===== config.mk =====
export PLATFORM = sky130hd
export DESIGN_NAME = mws_kin
export DESIGN_NICKNAME = d
export VERILOG_FILES = /design/src/mws_pkg.sv /design/src/mws_kin.sv
export SDC_FILE = /design/constraint.sdc
export NUM_CORES = 1
export LEC_CHECK = 0
export BUFFER_PORTS_ARGS = -buffer_cell sky130_fd_sc_hd__buf_2
export CORE_AREA = 2 2 272 274
export DETAILED_ROUTE_END_ITERATION = 16
export DIE_AREA = 0 0 274 276
export GPL_ROUTABILITY_DRIVEN = 0
export SETUP_SLACK_MARGIN = 0.2
export SLEW_MARGIN = 20
export SYNTH_ARGS = -nofsm -noshare
export SYNTH_HDL_FRONTEND = slang
export SYNTH_SLANG_ARGS = --single-unit

===== constraint.sdc =====
create_clock -name clock -period 5.4 [get_ports clock]
set_input_delay 0 -clock clock [delete_from_list [all_inputs] [get_ports clock]]
set_output_delay 0 -clock clock [all_outputs]
set_load 0.05 [all_outputs]

===== src/mws_pkg.sv =====
// ----------------------------------------------------------------------------
// mws_pkg
// Shared widths, register codes and lane types of the mecanum wheel speed
// pipeline.
// ----------------------------------------------------------------------------
package mws_pkg;

   localparam int SPEED_BITS = 16;
   localparam int RPM_BITS   = 16;
   localparam int NUM_WHEELS = 4;

   localparam int LEVER_W    = 12;
   localparam int GAIN_W     = 20;
   localparam int LIMIT_W    = 15;
   localparam int CSR_DATA_W = GAIN_W;
   localparam int CSR_IDX_W  = 2;

   localparam logic [LEVER_W-1:0] LEVER_RESET = LEVER_W'(200);
   localparam logic [GAIN_W-1:0]  GAIN_RESET  = GAIN_W'(48894);
   localparam logic [LIMIT_W-1:0] LIMIT_RESET = '0;

   // surface speed in um/s and its magnitude
   localparam int SURF_W = 30;
   localparam int MAG_W  = 28;
   // wheel rpm before limiting
   localparam int RAW_W  = 20;

   typedef enum logic [CSR_IDX_W-1:0] {
      REG_ROTATION_LEVER = 2'd0,
      REG_RPM_GAIN       = 2'd1,
      REG_RPM_LIMIT      = 2'd2
   } csr_reg_type;

   typedef struct packed {
      logic             neg;
      logic [MAG_W-1:0] mag;
   } surf_type;

   typedef struct packed {
      logic             neg;
      logic [RAW_W-1:0] mag;
   } raw_type;

   typedef struct packed {
      logic               neg;
      logic [RAW_W-1:0]   raw;
      logic [LIMIT_W-1:0] quo;
   } wheel_type;

endpackage


===== src/mws_kin.sv =====
// ----------------------------------------------------------------------------
// mws_kin
// Two stages: scaled chassis terms, then the four wheel surface speeds as
// sign and magnitude.
// ----------------------------------------------------------------------------
module mws_kin
   import mws_pkg::*;
(
   input  logic                         clock,
   input  logic                         reset,
   input  logic                         in_valid,
   output logic                         in_stall,
   input  logic signed [SPEED_BITS-1:0] forward_speed,
   input  logic signed [SPEED_BITS-1:0] side_speed,
   input  logic signed [SPEED_BITS-1:0] yaw_rate,
   input  logic [LEVER_W-1:0]           lever,
   output logic                         out_valid,
   input  logic                         out_stall,
   output surf_type [NUM_WHEELS-1:0]    surf
);

   localparam int EXT_W = SURF_W - SPEED_BITS;
   localparam int MM_PER_M = 1000;
   // wheel order: front left, front right, rear left, rear right
   localparam logic [NUM_WHEELS-1:0] SIDE_NEG = 4'b1001;
   localparam logic [NUM_WHEELS-1:0] TURN_NEG = 4'b0101;

   logic [1:0] valid_ff;
   logic [1:0] go;

   logic signed [SURF_W-1:0] fwd_ff, fwd_in;
   logic signed [SURF_W-1:0] side_ff, side_in;
   logic signed [SURF_W-1:0] turn_ff, turn_in;
   logic signed [SURF_W-1:0] sum [NUM_WHEELS];
   logic signed [SURF_W-1:0] abs_sum [NUM_WHEELS];
   surf_type [NUM_WHEELS-1:0] surf_ff, surf_in;

   always_comb begin
      go[1] = !valid_ff[1] || !out_stall;
      go[0] = !valid_ff[0] || go[1];
   end

   assign in_stall  = !go[0];
   assign out_valid = valid_ff[1];
   assign surf      = surf_ff;

   always_comb begin
      fwd_in  = $signed({{EXT_W{forward_speed[SPEED_BITS-1]}}, forward_speed})
              * $signed(SURF_W'(MM_PER_M));
      side_in = $signed({{EXT_W{side_speed[SPEED_BITS-1]}}, side_speed})
              * $signed(SURF_W'(MM_PER_M));
      turn_in = $signed({{EXT_W{yaw_rate[SPEED_BITS-1]}}, yaw_rate})
              * $signed({{(SURF_W-LEVER_W){1'b0}}, lever});
   end

   always_comb begin
      for (int w = 0; w < NUM_WHEELS; w++) begin
         sum[w] = fwd_ff + (SIDE_NEG[w] ? -side_ff : side_ff)
                + (TURN_NEG[w] ? -turn_ff : turn_ff);
         abs_sum[w] = sum[w][SURF_W-1] ? -sum[w] : sum[w];
         surf_in[w].neg = sum[w][SURF_W-1];
         surf_in[w].mag = abs_sum[w][MAG_W-1:0];
      end
   end

   always_ff @(posedge clock) begin
      if (reset) begin
         valid_ff <= '0;
      end else begin
         if (go[0]) begin
            valid_ff[0] <= in_valid;
         end
         if (go[1]) begin
            valid_ff[1] <= valid_ff[0];
         end
      end
   end

   always_ff @(posedge clock) begin
      if (go[0]) begin
         fwd_ff  <= fwd_in;
         side_ff <= side_in;
         turn_ff <= turn_in;
      end
      if (go[1]) begin
         surf_ff <= surf_in;
      end
   end

   // a negative surface speed never has a zero magnitude
   a_neg_nonzero: assert property (@(posedge clock) disable iff (reset)
      valid_ff[1] |->
         (!surf_ff[0].neg || surf_ff[0].mag != '0) &&
         (!surf_ff[1].neg || surf_ff[1].mag != '0) &&
         (!surf_ff[2].neg || surf_ff[2].mag != '0) &&
         (!surf_ff[3].neg || surf_ff[3].mag != '0))
      else $error("negative surface speed with zero magnitude");

endmodule


==> results.sh <==
export IMPL_antenna_left=0
export IMPL_syn2layout_area_growth_pct=24.88
export IMPL_drive_gt1_share_pct=24.03
export IMPL_grt_max_degree=65
export IMPL_setup_ws_ps=-162.0
export IMPL_hpwl_um=62150
export IMPL_synth_common_cells="502 x inv_1, 345 x ha_1, 302 x fa_1"
export IMPL_synth_ff_type="edfxtp_1"
export IMPL_wl_per_cell_um=16.34
export IMPL_synth_area_um2=28840
export IMPL_synth_distinct_cells=79
export IMPL_fin_area_um2=36010
export IMPL_yosys_warnings=0
export IMPL_setup_violations=6
export IMPL_critPathMaxStageDelay_ps=560
export IMPL_crit_slowest_cell="or4b_4"
export IMPL_final_hold_viol_count=0
export IMPL_initialDrtViolationCount=1556
export IMPL_synth_top_family_by_area="adder cells"
export IMPL_synthMuxAreaShare_pct=0.1475
export IMPL_finalClockSkew_ps=14.58
export IMPL_synth_fp_nets=3826
export IMPL_root_buffer="clkbuf_16"
export IMPL_antenna_cells=0
export IMPL_clk_latency_ps=480
export IMPL_synth_cells=3115
export IMPL_cts_inserted_buffers=17
export IMPL_fillerInstances=6840
export IMPL_die_area_um2=75620
export IMPL_clkTransAtPathRegs_ps=80
export IMPL_status="complete, but fails checks"
export IMPL_synth_adder_area_share_pct=35.94
export IMPL_antenna_found_initial=2
export IMPL_synth_compound_area_share_pct=12.40
export IMPL_cts_sinks=192
export IMPL_critical_path_buf_inv_count=5
export IMPL_relSlewSlack_pct=29.93
export IMPL_synth_top_cell_area_share_pct=20.97
export IMPL_dieWidth_um=274
export IMPL_yosysTopAreaCell="fa_1"
export IMPL_end_kind="register"
export IMPL_fin_nets=4373
export IMPL_min_period_ps=5562
export IMPL_cap_violations=0
export IMPL_synthXorXnorAreaFrac_pct=9.841
export IMPL_route_detailed_drc=0
export IMPL_finalWirelength_um=75730
export IMPL_synth_seq_area_share_pct=19.93
export IMPL_grt_first_pass_wirelength_um=121100
export IMPL_critPathTopFamily="compound AO/OA/AOI/OAI gates"
export IMPL_arrival_ps=5780
export IMPL_rows=99
export IMPL_port_buffers=181
export IMPL_ys_ff_latch=192
export IMPL_synth_area_leaders="fa_1 21%, edfxtp_1 20%, ha_1 15%"
export IMPL_synth_most_common_cell="inv_1"
export IMPL_synth_edf_count=190
export IMPL_setup_tns_final_ps=-547.4
export IMPL_ios=182
export IMPL_cts_max_level=4
export IMPL_vias=23590
export IMPL_post_dp_cell_area_um2=33510
export IMPL_setup_worst_path_class="register to register"
export IMPL_fp_dieH_um=276
export IMPL_grt_pass1_vias=22970
export IMPL_synthArstFlopShare_pct=0
export IMPL_clock_path_buffers=2
export IMPL_crit_path_start_kind="register"
export IMPL_cts_tree="yes"
export IMPL_critPathMaxFanout=4
export IMPL_crit_path_cell_trace="buf_4 -> fa_2 -> nand2b_4 -> a221oi_2 -> o41ai_2 -> nand2b_1 -> a21oi_2 -> o21bai_1 -> buf_4 -> xnor2_2 -> ha_1 -> buf_4 -> nand3_1 -> o21ai_0 -> o221ai_1 -> buf_4 -> and2_1 -> a211oi_2 -> nand2_1 -> or4b_4 -> buf_4 -> nor4_4 -> a31oi_1 -> xor2_1"
export IMPL_syn_area_per_cell_um2=9.257
export IMPL_grtUsageTotal_pct=20.17
export IMPL_slew_violations=0
export IMPL_period_share_pct=103.0
export IMPL_cpMostUsedCell="buf_4"
export IMPL_hold_path_class="input port to register"
export IMPL_tightest_slew_ps=1051
export IMPL_avgViaCountPerCell=5.090
export IMPL_start_util_pct=39.72
export IMPL_violations="negative setup slack"
export IMPL_synthSimpleGateAreaFrac_pct=14.09
export IMPL_coreArea_um2=72590
export IMPL_rsz0062_at_grt="true"
export IMPL_required_ps=5620
export IMPL_overflow=0
export IMPL_clock_fmax_mhz=179.8
export IMPL_first_pass_iters=5
final timing paths:
| path | cells past startpoint | start | end | slack [ps] |
|---|---|---|---|---|
| min | 3 | side_speed[3] | side_ff[6] | 110 |
| min reg2reg | 2 | valid_ff[0] | valid_ff[1] | 540 |
| max reg2reg | 24 | fwd_ff[4] | surf[84] | -160 |
| max | 24 | fwd_ff[4] | surf[84] | -160 |
registers in the layout, indices dropped and copies added (netlist names):
name,flops
surf,113
turn_ff,29
fwd_ff,24
side_ff,24
valid_ff,2
area by class of cell:
cell class / instances / area [um2] / area share (%)
Clock buffer: 18 / 429.2 / 1.192
Sequential cell: 192 / 5746 / 15.96
Clock inverter: 14 / 163.9 / 0.4552
Inverter: 504 / 1904 / 5.288
Timing Repair Buffer: 609 / 4324 / 12.01
Multi-Input combinational cell: 2338 / 22240 / 61.77
Tap cell: 959 / 1200 / 3.332
what timing repair did:
item                       CTS  global route
pin swaps                   71           103
hold endpoints to repair     8             0
setup endpoints to repair  111           116
hold buffers                 9             0
gates resized for setup    154           166
cloned                       2             2
setup buffers               31            17
per-stage QoR:
stage	setup slack (ps)	util, %	cells	hold slack [ps]
global route	-391.6	49.61	4634	115.3
CTS	-79.45	48.40	4615	78.31
finish	-162.0	49.61	4634	113.4
detailed placement	-304.7	46.17	4541	176.3
global placement	-237.2	46.17	4541	171.9
floorplan	-7.919	-	3115	69.07
worst reg2reg max path, stage by stage, from the launching register on:
cell	delay [ps]
edfxtp_1	420
buf_4	160
fa_2	410
nand2b_4	90
a221oi_2	70
o41ai_2	360
nand2b_1	140
a21oi_2	170
o21bai_1	120
buf_4	150
xnor2_2	140
ha_1	290
buf_4	130
nand3_1	110
o21ai_0	270
o221ai_1	200
buf_4	170
and2_1	180
a211oi_2	360
nand2_1	100
or4b_4	560
buf_4	190
nor4_4	230
a31oi_1	130
xor2_1	160
cell families after synthesis:
kind of cell,after synthesis
mux,4
compound gates,556
flops,192
fa+ha+maj,647
simple gates,807
xor+xnor,324
buf+inv,585
layout by cell type, fill, tap and decap left out, types with 10 or more instances in the layout:
| cell | count |
|---|---|
| edfxtp_1 | 190 |
| ha_4 | 13 |
| nand4_1 | 20 |
| clkbuf_16 | 18 |
| xnor2_1 | 211 |
| nand2b_1 | 25 |
| nand2_1 | 222 |
| a31oi_1 | 19 |
| o21a_1 | 25 |
| nor3_1 | 57 |
| a21oi_2 | 26 |
| nor2_1 | 140 |
| ha_1 | 329 |
| and2_1 | 96 |
| o21ai_2 | 36 |
| buf_4 | 399 |
| buf_6 | 10 |
| xor2_1 | 91 |
| a211oi_1 | 13 |
| nor4_1 | 14 |
| o211ai_1 | 15 |
| a21o_1 | 46 |
| xnor2_2 | 17 |
| o31ai_1 | 13 |
| o21ai_0 | 73 |
| or3_1 | 36 |
| buf_2 | 181 |
| nand3_1 | 52 |
| a211oi_2 | 12 |
| o21ai_1 | 20 |
| o21bai_1 | 24 |
| fa_1 | 299 |
| inv_1 | 497 |
| a21oi_1 | 123 |
| and3_1 | 18 |
| o31ai_2 | 13 |
| nor2b_1 | 23 |
layer usage:
layer  wire length [um]  vias up  part of all wire, %  GRT usage (%)
met5                 13        -                0.017              0
met4               2127        2                  2.8          5.825
met3               4035       90                  5.3          2.970
met2              34220      537                   45          31.47
met1              35320    11360                   47          28.93
li1                   -    11600                    -              -
Power is left out: the tool's default activity adds up to more than one toggle a clock period on the data nets, which glitch-free logic cannot reach.
